## src/design/fjpt_pkg.sv

```systemverilog
`default_nettype none

package fjpt_pkg;

   // Default geometry of the key and value stores.
   localparam int unsigned ENTRY_LEN_DEF = 32;
   localparam int unsigned PAIRS_DEF     = 64;

   // Width and reset value of the pair limit register.
   localparam int unsigned MAX_PAIRS_W     = 7;
   localparam logic [6:0]  MAX_PAIRS_RESET = 7'd16;

   localparam int unsigned CHAR_W = 8;

   // Bytes with a structural meaning; none of them is stored as a character, though zero is written as the terminator.
   localparam logic [7:0] CH_END    = 8'h00;
   localparam logic [7:0] CH_QUOTE  = 8'h22;
   localparam logic [7:0] CH_COMMA  = 8'h2C;
   localparam logic [7:0] CH_COLON  = 8'h3A;
   localparam logic [7:0] CH_LBRACE = 8'h7B;
   localparam logic [7:0] CH_RBRACE = 8'h7D;
   localparam logic [7:0] CH_LBRACK = 8'h5B;
   localparam logic [7:0] CH_RBRACK = 8'h5D;

   typedef enum logic [1:0] {
      PH_SEEK  = 2'b01,
      PH_PARSE = 2'b10
   } phase_type;

   // Flag bits of one result beat.
   typedef struct packed {
      logic write_valid;
      logic write_to_key;
      logic message_done;
      logic parse_ok;
   } flags_type;

endpackage

`default_nettype wire

```

## src/design/flat_json_pair_tokenizer.sv

```systemverilog
// The result beat of an accepted byte is registered and is shown in the cycle after it is taken.
// Throughput: one byte per cycle unless the result side holds a stall; the whole decision for
// a byte is one combinational pass from the parser state register to the result register.
// Reset (synchronous, active high) clears the parser state and the result valid, and sets the
// pair limit to 16. The zero byte that ends a message also returns the parser to its reset state.
`default_nettype none

module flat_json_pair_tokenizer #(
   parameter int unsigned ENTRY_LEN = fjpt_pkg::ENTRY_LEN_DEF,
   parameter int unsigned PAIRS     = fjpt_pkg::PAIRS_DEF,
   parameter int unsigned POS_W     = $clog2(ENTRY_LEN),
   parameter int unsigned IDX_W     = (PAIRS > 1) ? $clog2(PAIRS) : 1
) (
   input  wire logic             clock,
   input  wire logic             reset,
   // Byte input channel.
   input  wire logic             req_valid,
   output logic                  req_stall,
   input  wire logic [7:0]       req_char_in,
   // Result channel.
   output logic                  rsp_valid,
   input  wire logic             rsp_stall,
   output logic                  rsp_write_valid,
   output logic                  rsp_write_to_key,
   output logic [IDX_W-1:0]      rsp_pair_index,
   output logic [POS_W-1:0]      rsp_char_pos,
   output logic [7:0]            rsp_char_out,
   output logic                  rsp_message_done,
   output logic                  rsp_parse_ok,
   // Pair limit register write channel.
   input  wire logic             csr_valid,
   output logic                  csr_ready,
   input  wire logic [6:0]       csr_max_pairs
);
   import fjpt_pkg::*;

   localparam int unsigned CNT_W = $clog2(PAIRS + 1);

   // Parser state. Each beat is decided from these registers and the incoming byte alone.
   phase_type        phase_ff, phase_in;
   logic             in_key_ff, in_key_in;
   logic [POS_W-1:0] position_ff, position_in;
   logic [CNT_W-1:0] pair_count_ff, pair_count_in;
   logic [6:0]       max_pairs_ff;

   // Result register. Its valid bit is control state; the payload carries no reset.
   logic             rsp_valid_ff;
   flags_type        flags_ff, flags_in;
   logic [IDX_W-1:0] pair_index_ff, pair_index_in;
   logic [POS_W-1:0] char_pos_ff, char_pos_in;
   logic [7:0]       char_out_ff, char_out_in;

   logic req_accept;

   // The result register takes a new beat whenever it is empty or is being drained in the
   // same cycle, so bytes flow at full rate unless the result side holds a stall.
   assign req_stall  = rsp_valid_ff && rsp_stall;
   assign req_accept = req_valid && !req_stall;

   // Always accepted; the user must make writes only while idle; the block does no check.
   assign csr_ready = 1'b1;

   fjpt_step #(
      .ENTRY_LEN (ENTRY_LEN),
      .PAIRS     (PAIRS),
      .POS_W     (POS_W),
      .IDX_W     (IDX_W),
      .CNT_W     (CNT_W)
   ) u_step (
      .char_in         (req_char_in),
      .max_pairs       (max_pairs_ff),
      .phase           (phase_ff),
      .in_key          (in_key_ff),
      .position        (position_ff),
      .pair_count      (pair_count_ff),
      .phase_nxt       (phase_in),
      .in_key_nxt      (in_key_in),
      .position_nxt    (position_in),
      .pair_count_nxt  (pair_count_in),
      .flags           (flags_in),
      .pair_index      (pair_index_in),
      .char_pos        (char_pos_in),
      .char_out        (char_out_in)
   );

   always_ff @(posedge clock) begin
      if (reset) begin
         phase_ff       <= PH_SEEK;
         in_key_ff      <= 1'b1;
         position_ff    <= '0;
         pair_count_ff  <= '0;
      end else if (req_accept) begin
         phase_ff       <= phase_in;
         in_key_ff      <= in_key_in;
         position_ff    <= position_in;
         pair_count_ff  <= pair_count_in;
      end
   end

   always_ff @(posedge clock) begin
      if (reset) begin
         max_pairs_ff <= MAX_PAIRS_RESET;
      end else if (csr_valid && csr_ready) begin
         max_pairs_ff <= csr_max_pairs;
      end
   end

   // The valid bit is set by an accepted byte and cleared once its beat has been taken.
   always_ff @(posedge clock) begin
      if (reset) begin
         rsp_valid_ff <= 1'b0;
      end else if (req_accept) begin
         rsp_valid_ff <= 1'b1;
      end else if (!rsp_stall) begin
         rsp_valid_ff <= 1'b0;
      end
   end

   always_ff @(posedge clock) begin
      if (req_accept) begin
         flags_ff      <= flags_in;
         pair_index_ff <= pair_index_in;
         char_pos_ff   <= char_pos_in;
         char_out_ff   <= char_out_in;
      end
   end

   assign rsp_valid        = rsp_valid_ff;
   assign rsp_write_valid  = flags_ff.write_valid;
   assign rsp_write_to_key = flags_ff.write_to_key;
   assign rsp_pair_index   = pair_index_ff;
   assign rsp_char_pos     = char_pos_ff;
   assign rsp_char_out     = char_out_ff;
   assign rsp_message_done = flags_ff.message_done;
   assign rsp_parse_ok     = flags_ff.parse_ok;

   // Every accepted byte leaves a result beat waiting in the next cycle.
   a_accept_gives_beat : assert property (@(posedge clock) disable iff (reset)
      req_accept |=> rsp_valid_ff)
      else $error("accepted byte produced no result beat");

   // The ending zero byte returns the parser to its idle state.
   a_end_clears : assert property (@(posedge clock) disable iff (reset)
      (req_accept && (req_char_in == CH_END)) |=>
         (phase_ff == PH_SEEK) && (pair_count_ff == '0) && (position_ff == '0) &&
         in_key_ff)
      else $error("parser state not cleared after end of message");

   // parse_ok only ever accompanies the end-of-message beat.
   a_ok_with_done : assert property (@(posedge clock) disable iff (reset)
      (rsp_valid_ff && flags_ff.parse_ok) |-> flags_ff.message_done)
      else $error("parse_ok set on a beat that does not end the message");

   // A character beat always lands below the last position of an entry.
   a_char_in_range : assert property (@(posedge clock) disable iff (reset)
      (rsp_valid_ff && flags_ff.write_valid && (char_out_ff != CH_END)) |->
         (char_pos_ff < POS_W'(ENTRY_LEN - 1)))
      else $error("character written at the terminator-only position");

   // The completed pair count never runs past the store depth.
   a_count_bound : assert property (@(posedge clock) disable iff (reset)
      pair_count_ff <= CNT_W'(PAIRS))
      else $error("pair count beyond store depth");

endmodule

`default_nettype wire

```

## src/design/fjpt_step.sv

```systemverilog
`default_nettype none

module fjpt_step #(
   parameter int unsigned ENTRY_LEN = fjpt_pkg::ENTRY_LEN_DEF,
   parameter int unsigned PAIRS     = fjpt_pkg::PAIRS_DEF,
   parameter int unsigned POS_W     = $clog2(ENTRY_LEN),
   parameter int unsigned IDX_W     = (PAIRS > 1) ? $clog2(PAIRS) : 1,
   parameter int unsigned CNT_W     = $clog2(PAIRS + 1)
) (
   input  wire logic [7:0]             char_in,
   input  wire logic [6:0]             max_pairs,
   input  wire fjpt_pkg::phase_type    phase,
   input  wire logic                   in_key,
   input  wire logic [POS_W-1:0]       position,
   input  wire logic [CNT_W-1:0]       pair_count,
   output fjpt_pkg::phase_type         phase_nxt,
   output logic                        in_key_nxt,
   output logic [POS_W-1:0]            position_nxt,
   output logic [CNT_W-1:0]            pair_count_nxt,
   output fjpt_pkg::flags_type         flags,
   output logic [IDX_W-1:0]            pair_index,
   output logic [POS_W-1:0]            char_pos,
   output logic [7:0]                  char_out
);
   import fjpt_pkg::*;

   localparam int unsigned CMP_W = (CNT_W > MAX_PAIRS_W) ? CNT_W : MAX_PAIRS_W;
   localparam logic [POS_W-1:0] POS_LAST = POS_W'(ENTRY_LEN - 1);

   logic [CMP_W-1:0] limit;
   logic [CMP_W-1:0] count_ext;
   logic             room;
   logic             ignored;

   // A register value above the store depth is clipped to the depth.
   always_comb begin
      if (CMP_W'(max_pairs) > CMP_W'(PAIRS)) begin
         limit = CMP_W'(PAIRS);
      end else begin
         limit = CMP_W'(max_pairs);
      end
   end

   assign count_ext = CMP_W'(pair_count);
   assign room      = count_ext < limit;
   assign ignored   = (char_in == CH_QUOTE)  || (char_in == CH_LBRACE) ||
                      (char_in == CH_RBRACE) || (char_in == CH_LBRACK) ||
                      (char_in == CH_RBRACK);

   always_comb begin
      phase_nxt       = phase;
      in_key_nxt      = in_key;
      position_nxt    = position;
      pair_count_nxt  = pair_count;
      flags           = '0;
      pair_index      = '0;
      char_pos        = '0;
      char_out        = '0;

      if (char_in == CH_END) begin
         if (phase == PH_PARSE) begin
            if (room) begin
               flags.write_valid = 1'b1;
               pair_index        = pair_count[IDX_W-1:0];
               char_pos          = position;
            end
            flags.parse_ok = 1'b1;
         end
         flags.message_done = 1'b1;
         phase_nxt          = PH_SEEK;
         in_key_nxt         = 1'b1;
         position_nxt       = '0;
         pair_count_nxt     = '0;
      end else if (phase != PH_PARSE) begin
         if (char_in == CH_QUOTE) begin
            phase_nxt = PH_PARSE;
         end
      end else if (room) begin
         if (char_in == CH_COLON) begin
            flags.write_valid  = 1'b1;
            flags.write_to_key = 1'b1;
            pair_index         = pair_count[IDX_W-1:0];
            char_pos           = position;
            position_nxt       = '0;
            in_key_nxt         = 1'b0;
         end else if (char_in == CH_COMMA) begin
            flags.write_valid = 1'b1;
            pair_index        = pair_count[IDX_W-1:0];
            char_pos          = position;
            position_nxt      = '0;
            pair_count_nxt    = pair_count + CNT_W'(1);
            in_key_nxt        = 1'b1;
         end else if (!ignored && (position < POS_LAST)) begin
            flags.write_valid  = 1'b1;
            flags.write_to_key = in_key;
            pair_index         = pair_count[IDX_W-1:0];
            char_pos           = position;
            char_out           = char_in;
            position_nxt       = position + POS_W'(1);
         end
      end
   end

endmodule

`default_nettype wire

```

## config.mk

```make
export PLATFORM = sky130hd
export DESIGN_NAME = flat_json_pair_tokenizer
export DESIGN_NICKNAME = d
export VERILOG_FILES = /design/src/design/fjpt_pkg.sv /design/src/design/flat_json_pair_tokenizer.sv /design/src/design/fjpt_step.sv
export SDC_FILE = /design/constraint.sdc
export NUM_CORES = 1
export LEC_CHECK = 0
export ABC_CLOCK_PERIOD_IN_PS = 4100
export BUFFER_PORTS_ARGS = -buffer_cell sky130_fd_sc_hd__buf_4
export CORE_MARGIN = 1
export CORE_UTILIZATION = 58
export CTS_CLUSTER_DIAMETER = 40
export DETAILED_ROUTE_END_ITERATION = 16
export PLACE_DENSITY = 0.83
export SLEW_MARGIN = 20
export SYNTH_ARGS = -nofsm -noshare
export SYNTH_HDL_FRONTEND = slang
export SYNTH_SLANG_ARGS = --single-unit
```

## constraint.sdc

```tcl
create_clock -name clock -period 4.1 [get_ports clock]
set_input_delay 0.615 -clock clock [delete_from_list [all_inputs] [get_ports clock]]
set_output_delay 0.615 -clock clock [all_outputs]
set_load 0.01 [all_outputs]
```

## Word level (Yosys, flattened, before mapping)

Cells that the tools add are included.

- Register bits: 46
- Output and inout port bits: 26
- Input bits: 20

- Equal/unequal tests: 12
- Add/sub/neg operators: 2
- Magnitude comparators: 3
- Bitwise logic cells: 2
- Reduce and logical (&&, ||, !) cells: 22
- Multiplexer cells: 49

Operators with widths:

| cell | number |
|---|---|
| $mux 5 | 14 |
| $mux 6 | 8 |
| $mux 7 | 6 |
| $eq 8x7->1 const B | 4 |
| $eq 8x6->1 const B | 3 |
| $mux 2 | 8 |
| $mux 1 | 13 |
| $logic_not 8->1 | 1 |
| $reduce_and 4->1 | 2 |
| $reduce_bool 2->1 | 4 |
| $add 7x1->7 const B | 1 |
| $gt 7x7->1 const B | 1 |
| $lt 7x7->1 | 1 |
| $ne 2x1->1 const B | 3 |
| $reduce_or 6->1 | 1 |
| $add 5x1->5 const B | 1 |
| $lt 5x5->1 const B | 1 |
| $reduce_and 5->1 | 1 |
| $logic_or 1x1->1 | 4 |
| $reduce_bool 4->1 | 1 |
| $logic_and 1x1->1 | 3 |
| $reduce_and 3->1 | 1 |
| $reduce_bool 3->1 | 1 |
| $reduce_or 3->1 | 1 |
| 4 further kinds | 6 |

## Depth between registers and ports, before layout

Gate-level depths: netlist of the first run.

- Depth after elaboration: 13
- Depth in mapped cells: 9

## Hierarchy

From an unflattened synthesis of the first run, not the netlist that was laid out.

- Cell total of the unflattened synthesis: 253
- Area total of the unflattened synthesis: 2602.5 µm²

By module, submodules not included:

| module | seq. area each (µm²) | instances | area each (µm²) | cells each |
|---|---|---|---|---|
| flat_json_pair_tokenizer | 1151.1 | 1 | 1681.6 | 118 |
| fjpt_step | 0.0 | 1 | 920.9 | 135 |

## Least setup slack after synthesis of the first run

Ideal clock, no wire load.

- Kind: input -> register
- Start: input req_char_in[7]
- End: register position_ff[4]
- Arrival time: 2.188 ns
- Slack: 1.837 ns
- Path buffers: 0
- Setup time: 0.075 ns
- Data required time: 4.025 ns
- Stages: 5
- Cells stage by stage: or3_1 -> or3_4 -> a21o_1 -> or4_1 -> o22ai_1

- Word-level cells in the longest chain between the ends: 9
- Elaborated cells on any way between the ends: 23
- Classes of those cells: 8 x eq/ne; 5 x mux; 10 x reduce/logical

Ends and longest elaborated chain:

| element | line | text |
|---|---|---|
| start, declared | flat_json_pair_tokenizer.sv:19 | `input wire logic [7:0] req_char_in,` |
| $eq 8x6->1 or $eq 8x7->1 (tied branches) | fjpt_step.sv:46 | `assign ignored = (char_in == CH_QUOTE) \|\| (char_in == CH_LBRACE) \|\|` |
| $logic_or 1x1->1 (2 in series) | fjpt_step.sv:46 |  |
| $logic_or 1x1->1 (2 in series) | fjpt_step.sv:47 | `(char_in == CH_RBRACE) \|\| (char_in == CH_LBRACK) \|\|` |
| $logic_not 1->1 | fjpt_step.sv:93 | `end else if (!ignored && (position < POS_LAST)) begin` |
| $logic_and 1x1->1 | fjpt_step.sv:93 |  |
| $reduce_bool 4->1 (no source line) | - |  |
| $reduce_and 4->1 (no source line) | - |  |
| end signal, assigned | flat_json_pair_tokenizer.sv:95 | `position_ff <= position_in;` |
| end, declared | flat_json_pair_tokenizer.sv:42 | `logic [POS_W-1:0] position_ff, position_in;` |

Several ways; a longest one is shown, not always the timed one. The select of a mux whose other input is x is not followed.
A chain may end at the register's enable or synchronous reset.

## Worst setup path in the final report of the first run

- Start: register max_pairs_ff[6]
- End: register pair_count_ff[6]

- Word-level cells in the longest chain between the ends: 5

Ends and longest elaborated chain:

| element | line | text |
|---|---|---|
| start, declared | flat_json_pair_tokenizer.sv:44 | `logic [6:0] max_pairs_ff;` |
| start signal, assigned | flat_json_pair_tokenizer.sv:104 | `max_pairs_ff <= csr_max_pairs;` |
| $gt 7x7->1 | fjpt_step.sv:37 | `if (CMP_W'(max_pairs) > CMP_W'(PAIRS)) begin` |
| $mux 7 (*) | fjpt_step.sv:37 |  |
| $lt 7x7->1 (*) | fjpt_step.sv:45 | `assign room = count_ext < limit;` |
| $reduce_bool 2->1 (no source line) (*) | - |  |
| $reduce_and 5->1 (no source line) (*) | - |  |
| end signal, assigned | flat_json_pair_tokenizer.sv:96 | `pair_count_ff <= pair_count_in;` |
| end, declared | flat_json_pair_tokenizer.sv:43 | `logic [CNT_W-1:0] pair_count_ff, pair_count_in;` |

Mark *: on every way between the ends. The rest lies on a longest branch, timed or not.

==> results of run 1 <==
[cell usage after synthesis, drive strengths merged, types with 2 or more instances]
master  instances  area [um^2]
a21oi          16        80.08
o21ai          10        50.05
nand4           6        37.54
mux2i           8        80.08
a21o            3        22.52
a41oi           2        17.52
a211oi          3        32.53
buf             4        21.27
or3             4        30.03
nand3           4        20.02
inv             9        33.78
nand3b          4        30.03
ha              8        100.1
nor3b           2        15.01
or4             4        30.03
edfxtp         23        690.7
or2             2        12.52
and3            5        31.28
nor4b           2        23.77
dfxtp          23        460.4
clkbuf          2        7.510
nor4            2        12.51
nor2           13        48.80
nor3            3        15.01
a31o            2        17.52
and2           19        118.9
nand2          12        45.04
[placed cells by master, fill, tap and decap left out, types with 3 or more instances in the layout]
cell,n
a21o_1,3
a21oi_1,16
and2_1,19
and3_1,5
buf_4,45
clkbuf_8,5
dfxtp_1,23
edfxtp_1,23
ha_1,8
inv_1,8
mux2i_1,8
nand2_1,12
nand3_1,4
nand3b_1,4
nand4_1,6
nor2_1,13
nor3_1,3
o21ai_0,10
or3_1,3
or4_1,4
[cells by family after synthesis]
group	count (synthesis)	share of synthesized area [%]
simple gates	84	22.29
flops	46	52.84
compound gates	45	13.56
buf+inv	15	2.872
mux	8	3.676
fa+ha+maj	8	4.595
other cells	1	0.1721
[flip-flops by register name (all words and copies together), names as in the netlist]
signal and count:
rsp_char_pos 5, rsp_pair_index 6, rsp_char_out 8, phase_ff 2
rsp_parse_ok 1, rsp_valid 1, position_ff 5, max_pairs_ff 7
rsp_write_valid 1, rsp_message_done 1, rsp_write_to_key 1, in_key_ff 1
pair_count_ff 7
[power by group through the flow]
stage	sequential (mW)	clock [mW]	combinational [mW]
global route	0.503	0.309	0.0879
CTS	0.501	0.285	0.0817
detailed placement	0.512	0	0.0816
finish	0.501	0.283	0.0811
floorplan	0.518	0	0.0331
global placement	0.512	0	0.0795
[how the worst max path moves through the flow]
stage | start | endpoint | cells past startpoint
floorplan | req_char_in[7] | position_ff[4]$_SDFFE_PP0P_ | 5
global placement | req_char_in[7] | rsp_pair_index[1]$_DFFE_PP_ | 8
detailed placement | req_char_in[7] | rsp_pair_index[4]$_DFFE_PP_ | 8
CTS | max_pairs_ff[6]$_SDFFE_PP0P_ | pair_count_ff[6]$_SDFFE_PP0P_ | 9
global route | max_pairs_ff[6]$_SDFFE_PP0P_ | pair_count_ff[6]$_SDFFE_PP0P_ | 9
finish | max_pairs_ff[6]$_SDFFE_PP0P_ | pair_count_ff[6]$_SDFFE_PP0P_ | 9
[routing by layer]
layer	wire length (um)	global-route usage, %	up-vias
met5	0	0	-
met4	58	7.670	0
met3	205	5.254	5
met2	1852	34.01	51
met1	2009	30.41	753
li1	-	-	862
[worst max-delay path, cell delays in order (launching register included)]
cell and delay (ns):
dfxtp_1 0.34, inv_1 0.15, nand2_1 0.09, ha_1 0.30
a21oi_1 0.18, o21ai_0 0.18, a211oi_2 0.54, nand4_1 0.13
or4_1 0.41, a21oi_1 0.15
[final cells by class]
class / count / area share, %
tap: 46 / 2.182
clock buffer: 5 / 2.609
timing repair buffer: 45 / 12.81
clock inverter: 3 / 0.9013
multi-input combinational: 146 / 36.57
sequential: 46 / 43.64
inverter: 9 / 1.281
[metrics by stage]
stage / worst slack, ns / utilization [%]
finish: 1.561 / 76.05
floorplan: 1.837 / -
CTS: 1.589 / 76.05
detailed placement: 1.342 / 73.38
global route: 1.428 / 76.05
global placement: 1.436 / 73.38
==> summary.md, run 1 <==
| Metric | Value |
|---|---|
| Outcome | `finished, final reports clean` |
| DIE AREA | `4005 um^2` |
| Switching part of the total | `24.21%` |
| Num rows | `21` |
| Leak | `1.084 nW` |
| CP arrival | `2.77 ns` |
| Net Switching | `209.4 uW` |
| Mapped Area | `2178 um^2` |
| Worst Setup End Kind | `flop` |
| # diodes | `0` |
| Vias in the first global route | `1,488` |
| WHS Endpoint | `max_pairs_ff[4]$_SDFFE_PP1P_` |
| Cts hold-fix bufs | `0` |
| Syn_nets | `235` |
| Final worst hold slack | `0.4837 ns` |
| TNS Setup | `0 ns` |
| Die height | `63.29 um` |
| Gr usage total | `22.07%` |
| Async S/R FF share, synth | `0%` |
| Startpoint types | `flop` |
| Seq. cell area | `1151 um^2` |
| Mapped Cells | `207` |
| DRC | `0` |
| Area occupied by multi-input gates | `964.7 um^2` |
| Detailed-route via count | `1,671` |
| Total power | `865.0 uW` |
| Total CTS buffers | `5` |
| Routability Congestion | `0.8356` |
| Worst Max-Slew Pin Slew | `0.5767 ns` |
| Nets | `281` |
| Layout cell share with drive strength beyond 1 | `23.62%` |
| Min-delay src | `max_pairs_ff[4]$_SDFFE_PP1P_` |
| Vias per cell | `5.570` |
| PostCTS Resize Cnt | `0` |
| Max Buffers Root-to-Sink | `2` |
| Pint | `655.6 uW` |
| Mapped Avg Cell Area | `10.52 um^2` |
| Global-route wire length before repair | `6782 um` |
| Layout fillers | `287` |
| Gr ovfl total | `0` |
| Max-slew violations | `0` |
| Clock Sinks | `46` |
| WP data required | `4.33 ns` |
| Ports | `46` |
| Worst rel slew slack | `61.41%` |
| P per Cell Area | `328.0 nW/um^2` |
| Setup Buffers After CTS | `0` |
| Register area share after synthesis | `52.84%` |
| Fmax | `393.8 MHz` |
| R2R cell count | `9` |
| Post-Layout Cell Count | `300` |
| Setup Crit Path Kind | `flop to flop` |
| Final instance area | `2638 um^2` |
| Combinational share of power | `9.4%` |
| Worst Skew | `0.01031 ns` |
| Hold Crit Class | `flop to flop` |
| Post-DP Area | `2545 um^2` |
| Netlist cell types | `46` |
| Avg WL per Cell | `13.75 um` |
| Power share of the sequential group | `58.0%` |
| DIE WIDTH | `63.29 um` |
| Initial cell density of the core | `62.81%` |
| Clock Root Buffer | `clkbuf_8` |
| Hpwl dp | `3037 um` |
| Main synth FF type | `edfxtp_1` |
| CTS clk-pin slew, worst paths | `0.09 ns` |
| Worst skew pair latency | `0.30 ns` |
| RSZ-0062 raised after global routing | `false` |
| CTS tree | `built` |
| # port buffers | `44` |
| Initial antenna violation count | `0` |
| Worst Path Max Fanout | `9` |
| R2r endpoint | `pair_count_ff[6]$_SDFFE_PP0P_` |
| Largest net degree at the start of global routing | `22` |
| FF+latch count, synth | `46` |
| Final setup vio count | `0` |
| Iter 0 DRT Violations | `104` |
| Area grow syn2layout | `21.08%` |
| Core ar. | `3468 um^2` |
| Max-cap violation count | `0` |
| R2R Path Start | `max_pairs_ff[6]$_SDFFE_PP0P_` |
| Crit share post-route | `61.93%` |
| Flop2flop setup slack | `1.56 ns` |
| Period minus WS final | `2.539 ns` |
| TritonRoute pass-1 iters | `4` |
| VDD IR max | `0.2931 mV` |
| Final wirelength | `4126 um` |
| Warnings from Yosys | `0` |
| Clk network pwr share | `32.7%` |
| ANT nets after route | `0` |
| Hold path depth | `2` |
| Fin. Hold Viols | `0` |
| Placed insts | `292` |
| Post-synth EDFFs | `23` |
| H-Tree Depth | `2` |
(Power assumes the default switching activity.)
==> inputs of run 2 (changes only) <==
Settings changed: ABC_CLOCK_PERIOD_IN_PS 4100 to 2600, CORE_UTILIZATION 58 to 54, PLACE_DENSITY 0.83 to 0.78.
Clock period 4.1 ns to 2.6 ns, I/O delays scaled along.
==> summary.md, run 2 (synthesized netlist as in run 1, its figures left out) <==
| Metric | Value |
|---|---|
| Outcome | `finished, final reports clean (unchanged)` |
| Commonest non-fill, non-tap cell in the layout | `buf_4 (unchanged)` |
| DIE AREA | `4292 um^2 (was 4005 um^2)` |
| CTS clk-pin slew, worst paths | `0.08 ns (was 0.09 ns)` |
| TNS Setup | `0 ns (unchanged)` |
| Setup Crit Path Kind | `flop to flop (unchanged)` |
| Setup Buffers After CTS | `0 (unchanged)` |
| P per Cell Area | `508.7 nW/um^2 (was 328.0 nW/um^2)` |
| Gr usage total | `21.81% (was 22.07%)` |
| Worst rel slew slack | `67.24% (was 61.41%)` |
| Hold Crit Class | `input pin to flop (was flop to flop)` |
| CP arrival | `2.65 ns (was 2.77 ns)` |
| Final setup vio count | `0 (unchanged)` |
| Clock Sinks | `46 (unchanged)` |
| Initial cell density of the core | `57.76% (was 62.81%)` |
| Worst Skew | `0.003695 ns (was 0.01031 ns)` |
| Final Util | `70.34% (was 76.05%)` |
| Global-route wire length before repair | `7051 um (was 6782 um)` |
| Layout cell share with drive strength beyond 1 | `24.22% (was 23.62%)` |
| Cts hold-fix bufs | `0 (unchanged)` |
| Layout fillers | `281 (was 287)` |
| Max-cap violation count | `0 (unchanged)` |
| # diodes | `0 (unchanged)` |
| Fin. Hold Viols | `0 (unchanged)` |
| Pint | `1.030 mW (was 655.6 uW)` |
| DIE WIDTH | `65.52 um (was 63.29 um)` |
| Worst slack, placed | `0.1868 ns (was 1.342 ns)` |
| Die height | `65.52 um (was 63.29 um)` |
| Clock Root Buffer | `clkbuf_8 (unchanged)` |
| Iter 0 DRT Violations | `136 (was 104)` |
| VDD IR max | `0.3000 mV (was 0.2931 mV)` |
| Worst Max-Slew Pin Slew | `0.4863 ns (was 0.5767 ns)` |
| Max Buffers Root-to-Sink | `2 (unchanged)` |
| Final wirelength | `4259 um (was 4126 um)` |
| Crit share post-route | `92.80% (was 61.93%)` |
| Largest register FFs | `8 (unchanged)` |
| Worst Path Max Fanout | `9 (unchanged)` |
| CTS tree | `built (unchanged)` |
| Most frequent cells in the layout | `47 x buf_4, 23 x dfxtp_1, 23 x edfxtp_1 (was 45 x buf_4, 23 x dfxtp_1, 23 x edfxtp_1)` |
| Gr ovfl total | `0 (unchanged)` |
| Fmax | `414.5 MHz (was 393.8 MHz)` |
| Core ar. | `3771 um^2 (was 3468 um^2)` |
| Placed insts | `296 (was 292)` |
| Combinational share of power | `9.5% (was 9.4%)` |
| Num rows | `22 (was 21)` |
| Detailed-route via count | `1,722 (was 1,671)` |
| Total CTS buffers | `5 (unchanged)` |
| Largest net degree at the start of global routing | `22 (unchanged)` |
| # port buffers | `44 (unchanged)` |
| Switching part of the total | `23.65% (was 24.21%)` |
| Vias per cell | `5.664 (was 5.570)` |
| Nets | `283 (was 281)` |
| TritonRoute pass-1 iters | `4 (unchanged)` |
| Worst Setup End Kind | `flop (unchanged)` |
| Worst skew pair latency | `0.30 ns (about the same)` |
| Net Switching | `319.1 uW (was 209.4 uW)` |
| Power share of the sequential group | `58.6% (was 58.0%)` |
| Hpwl dp | `3182 um (was 3037 um)` |
| Clk network pwr share | `32.0% (was 32.7%)` |
| Routability Congestion | `0.9251 (was 0.8356)` |
| Initial antenna violation count | `0 (unchanged)` |
| H-Tree Depth | `2 (unchanged)` |
| Total power | `1.349 mW (was 865.0 uW)` |
| PostCTS Resize Cnt | `0 (unchanged)` |
| Startpoint types | `flop (unchanged)` |
| Avg WL per Cell | `14.01 um (was 13.75 um)` |
| DRC | `0 (unchanged)` |
| RSZ-0062 raised after global routing | `false (unchanged)` |
| Setup ws final | `0.1872 ns (was 1.561 ns)` |
| WP data required | `2.83 ns (was 4.33 ns)` |
| ANT nets after route | `0 (unchanged)` |
| Leak | `1.098 nW (was 1.084 nW)` |
| Area grow syn2layout | `21.77% (was 21.08%)` |
| Max-slew violations | `0 (unchanged)` |
| Period minus WS final | `2.413 ns (was 2.539 ns)` |
| Post-Layout Cell Count | `304 (was 300)` |
| Ports | `46 (unchanged)` |
| Vias in the first global route | `1,573 (was 1,488)` |
[run 2: cell count changes in the layout (fill, tap and decap cells not counted), sizes merged]
cell and change:
buf +2, clkinv +2, clkinvlp -1, inv -1
[run 2: metal layers]
layer	vias up	share of wire, %	track usage [%]
li1	862	-	-
met1	795	47	27.98
met2	56	46	35.18
met3	9	5.2	4.861
met4	0	1.7	9.511
met5	-	0	0
[run 2: path summary, 6_finish.rpt]
path / startpoint / endpoint / slack, ns / cells after the start
max reg2reg: max_pairs_ff[6]$_SDFFE_PP0P_ / position_ff[4]$_SDFFE_PP0P_ / 0.19 / 9
max: max_pairs_ff[6]$_SDFFE_PP0P_ / position_ff[4]$_SDFFE_PP0P_ / 0.19 / 9
min: csr_max_pairs[4] / max_pairs_ff[4]$_SDFFE_PP1P_ / 0.30 / 3
min reg2reg: pair_count_ff[6]$_SDFFE_PP0P_ / pair_count_ff[6]$_SDFFE_PP0P_ / 0.50 / 2
[run 2: worst max-delay path, cell delays in order (launching register included)]
cell	delay [ns]
dfxtp_1	0.33
inv_1	0.16
nand2_1	0.08
ha_1	0.29
a21oi_1	0.13
o21ai_0	0.16
a21o_1	0.27
a21o_1	0.29
or4_1	0.48
o22ai_1	0.15
[run 2: power by group through the flow]
stage / Clock (mW) / Combinational (mW) / Sequential, mW
6_report: 0.431 / 0.128 / 0.790
4_1_cts: 0.440 / 0.128 / 0.791
2_1_floorplan: 0 / 0.0522 / 0.816
3_5_place_dp: 0 / 0.128 / 0.808
5_1_grt: 0.472 / 0.140 / 0.793
3_3_place_gp: 0 / 0.125 / 0.807
[run 2: layout make-up]
cell class | instances | area [um^2] | area share (%)
Clock inverter | 3 | 21.27 | 0.8019
Multi-Input combinational cell | 146 | 964.7 | 36.37
Tap cell | 48 | 60.06 | 2.264
Timing Repair Buffer | 47 | 352.8 | 13.30
Sequential cell | 46 | 1151 | 43.40
Inverter | 9 | 33.78 | 1.274
Clock buffer | 5 | 68.82 | 2.594
[run 2: through the flow]
| stage | hold WS (ns) | area, um^2 |
|---|---|---|
| 2_1_floorplan | 0.4414 | 2178 |
| 3_3_place_gp | 0.4611 | 2562 |
| 3_5_place_dp | 0.4779 | 2562 |
| 4_1_cts | 0.3007 | 2653 |
| 5_1_grt | 0.3036 | 2653 |
| 6_report | 0.3026 | 2653 |
==> inputs of run 3 (changes only) <==
Settings changed: CELL_PAD_IN_SITES_DETAIL_PLACEMENT set to 1, CELL_PAD_IN_SITES_GLOBAL_PLACEMENT set to 1, CORE_UTILIZATION 54 to 42.
==> summary.md, run 3 (synthesized netlist as in run 1, its figures left out) <==
| Metric | Value |
|---|---|
| Outcome | `finished, final reports clean (unchanged)` |
| Largest net degree at the start of global routing | `22 (unchanged)` |
| Worst Skew | `0.01082 ns (was 0.003695 ns)` |
| Leak | `1.136 nW (was 1.098 nW)` |
| CP Depth | `9 (unchanged)` |
| Crit path cell chain | `inv_2 > nand2_1 > ha_1 > a21oi_1 > o21ai_0 > a21o_1 > a21o_1 > or4_1 > o22ai_1 (was inv_1 > nand2_1 > ha_1 > a21oi_1 > o21ai_0 > a21o_1 > a21o_1 > or4_1 > o22ai_1)` |
| Critical path buffer and inverter count | `1 (unchanged)` |
| Max Buffers Root-to-Sink | `2 (unchanged)` |
| Most frequent cells in the layout | `50 x buf_4, 23 x dfxtp_1, 23 x edfxtp_1 (was 47 x buf_4, 23 x dfxtp_1, 23 x edfxtp_1)` |
| Commonest non-fill, non-tap cell in the layout | `buf_4 (unchanged)` |
| CP dominant cell by count | `a21o_1 (unchanged)` |
| Core ar. | `4848 um^2 (was 3771 um^2)` |
| Gr usage total | `20.39% (was 21.81%)` |
| Final wirelength | `5115 um (was 4259 um)` |
| Setup Crit Path Kind | `flop to flop (unchanged)` |
| Grt peak-use layer | `met2 (unchanged)` |
| Fmax | `424.1 MHz (was 414.5 MHz)` |
| TritonRoute pass-1 iters | `4 (unchanged)` |
| Crit share post-route | `90.69% (was 92.80%)` |
| Fin. Hold Viols | `0 (unchanged)` |
| Nets | `286 (was 283)` |
| # diodes | `0 (unchanged)` |
| Total CTS buffers | `5 (unchanged)` |
| Worst Path Max Fanout | `9 (unchanged)` |
| Period minus WS final | `2.358 ns (was 2.413 ns)` |
| WP data required | `2.84 ns (was 2.83 ns)` |
| CTS tree | `built (unchanged)` |
| Area occupied by multi-input gates | `964.7 um^2 (unchanged)` |
| Final worst hold slack | `0.2967 ns (was 0.3026 ns)` |
| Cts hold-fix bufs | `0 (unchanged)` |
| Met3 GRT Util | `3.523% (was 4.861%)` |
| Clock Root Buffer | `clkbuf_8 (unchanged)` |
| Worst slack, placed | `0.2054 ns (was 0.1868 ns)` |
| Die height | `74.02 um (was 65.52 um)` |
| CTS clk-pin slew, worst paths | `0.09 ns (was 0.08 ns)` |
| Initial antenna violation count | `0 (unchanged)` |
| ANT nets after route | `0 (unchanged)` |
| Seq. cell area | `1151 um^2 (unchanged)` |
| RSZ-0062 raised after global routing | `false (unchanged)` |
| DRC | `0 (unchanged)` |
| Worst skew pair latency | `0.31 ns (was 0.30 ns)` |
| # port buffers | `44 (unchanged)` |
| Ports | `46 (unchanged)` |
| Num rows | `25 (was 22)` |
| Max-slew violations | `0 (unchanged)` |
| Crit path largest cell delay | `0.49 ns (was 0.48 ns)` |
| Max-cap violation count | `0 (unchanged)` |
| Hold Crit Class | `input pin to flop (unchanged)` |
| Avg WL per Cell | `15.69 um (was 14.01 um)` |
| Clock Sinks | `46 (unchanged)` |
| TNS Setup | `0 ns (unchanged)` |
| Routability Congestion | `0.7820 (was 0.9251)` |
| Layout cell share with drive strength beyond 1 | `25.10% (was 24.22%)` |
| Vias per cell | `5.442 (was 5.664)` |
| R2R cell count | `9 (unchanged)` |
| Global-route wire length before repair | `8355 um (was 7051 um)` |
| Area grow syn2layout | `25.85% (was 21.77%)` |
| Final setup vio count | `0 (unchanged)` |
| Worst Setup End Kind | `flop (unchanged)` |
| CP arrival | `2.60 ns (was 2.65 ns)` |
| VDD IR max | `0.3178 mV (was 0.3000 mV)` |
| Gr ovfl total | `0 (unchanged)` |
| Detailed-route via count | `1,774 (was 1,722)` |
| Startpoint types | `flop (unchanged)` |
| Setup ws final | `0.2420 ns (was 0.1872 ns)` |
| Slowest CP cell | `or4_1 (unchanged)` |
| Hpwl dp | `3749 um (was 3182 um)` |
| Layout fillers | `555 (was 281)` |
| H-Tree Depth | `2 (unchanged)` |
| Total power | `1.547 mW (was 1.349 mW)` |
| Iter 0 DRT Violations | `79 (was 136)` |
| Initial cell density of the core | `44.93% (was 57.76%)` |
| Vias in the first global route | `1,777 (was 1,573)` |
| Met2 GRT Util | `33.33% (was 35.18%)` |
| Delay-heaviest family, CP | `compound AO/OA/AOI/OAI gates (unchanged)` |
| DIE AREA | `5478 um^2 (was 4292 um^2)` |
| Largest register FFs | `8 (unchanged)` |
| DIE WIDTH | `74.02 um (was 65.52 um)` |
| P per Cell Area | `564.1 nW/um^2 (was 508.7 nW/um^2)` |
| Grt met1 use | `26.60% (was 27.98%)` |
| Hold path depth | `2 (was 3)` |
[run 3: layout make-up]
| type | count | area share, % |
|---|---|---|
| clock buffer | 5 | 2.510 |
| clock inverter | 3 | 2.328 |
| inverter | 9 | 1.232 |
| multi-input combinational | 146 | 35.19 |
| sequential | 46 | 41.99 |
| tap | 67 | 3.058 |
| timing repair buffer | 50 | 13.69 |
[run 3: power breakdown]
group / internal, mW / total [mW] / switching, mW
clock network: 0.380 / 0.625 / 0.244
registers: 0.783 / 0.792 / 0.00910
logic: 0.0594 / 0.130 / 0.0709
[run 3: final timing paths]
check	from	endpoint	slack (ns)
setup / recovery	max_pairs_ff[6]$_SDFFE_PP0P_	position_ff[4]$_SDFFE_PP0P_	0.24
hold / removal	req_valid	rsp_valid$_SDFFE_PP0P_	0.30
setup reg to reg	max_pairs_ff[6]$_SDFFE_PP0P_	position_ff[4]$_SDFFE_PP0P_	0.24
hold reg to reg	max_pairs_ff[4]$_SDFFE_PP1P_	max_pairs_ff[4]$_SDFFE_PP1P_	0.50
[run 3: timing repair]
item | CTS | global route
hold endpoints to repair | 0 | 0
endpoints found under the setup margin | 0 | 2
setup buffers | 0 | 0
resized for setup | 0 | 1
[run 3: through the flow]
| step | util (%) | area, um^2 | instances |
|---|---|---|---|
| 2_1_floorplan | - | 2178 | 207 |
| 6_report | 56.54 | 2741 | 326 |
| 5_1_grt | 56.54 | 2741 | 326 |
| 3_5_place_dp | 53.81 | 2609 | 318 |
| 4_1_cts | 56.54 | 2741 | 326 |
| 3_3_place_gp | 53.81 | 2609 | 318 |
[run 3: layer usage]
| layer | up-vias | share of wire (%) |
|---|---|---|
| li1 | 864 | - |
| met1 | 865 | 47 |
| met2 | 37 | 48 |
| met3 | 8 | 3.6 |
| met4 | 0 | 1.3 |
| met5 | - | 0 |
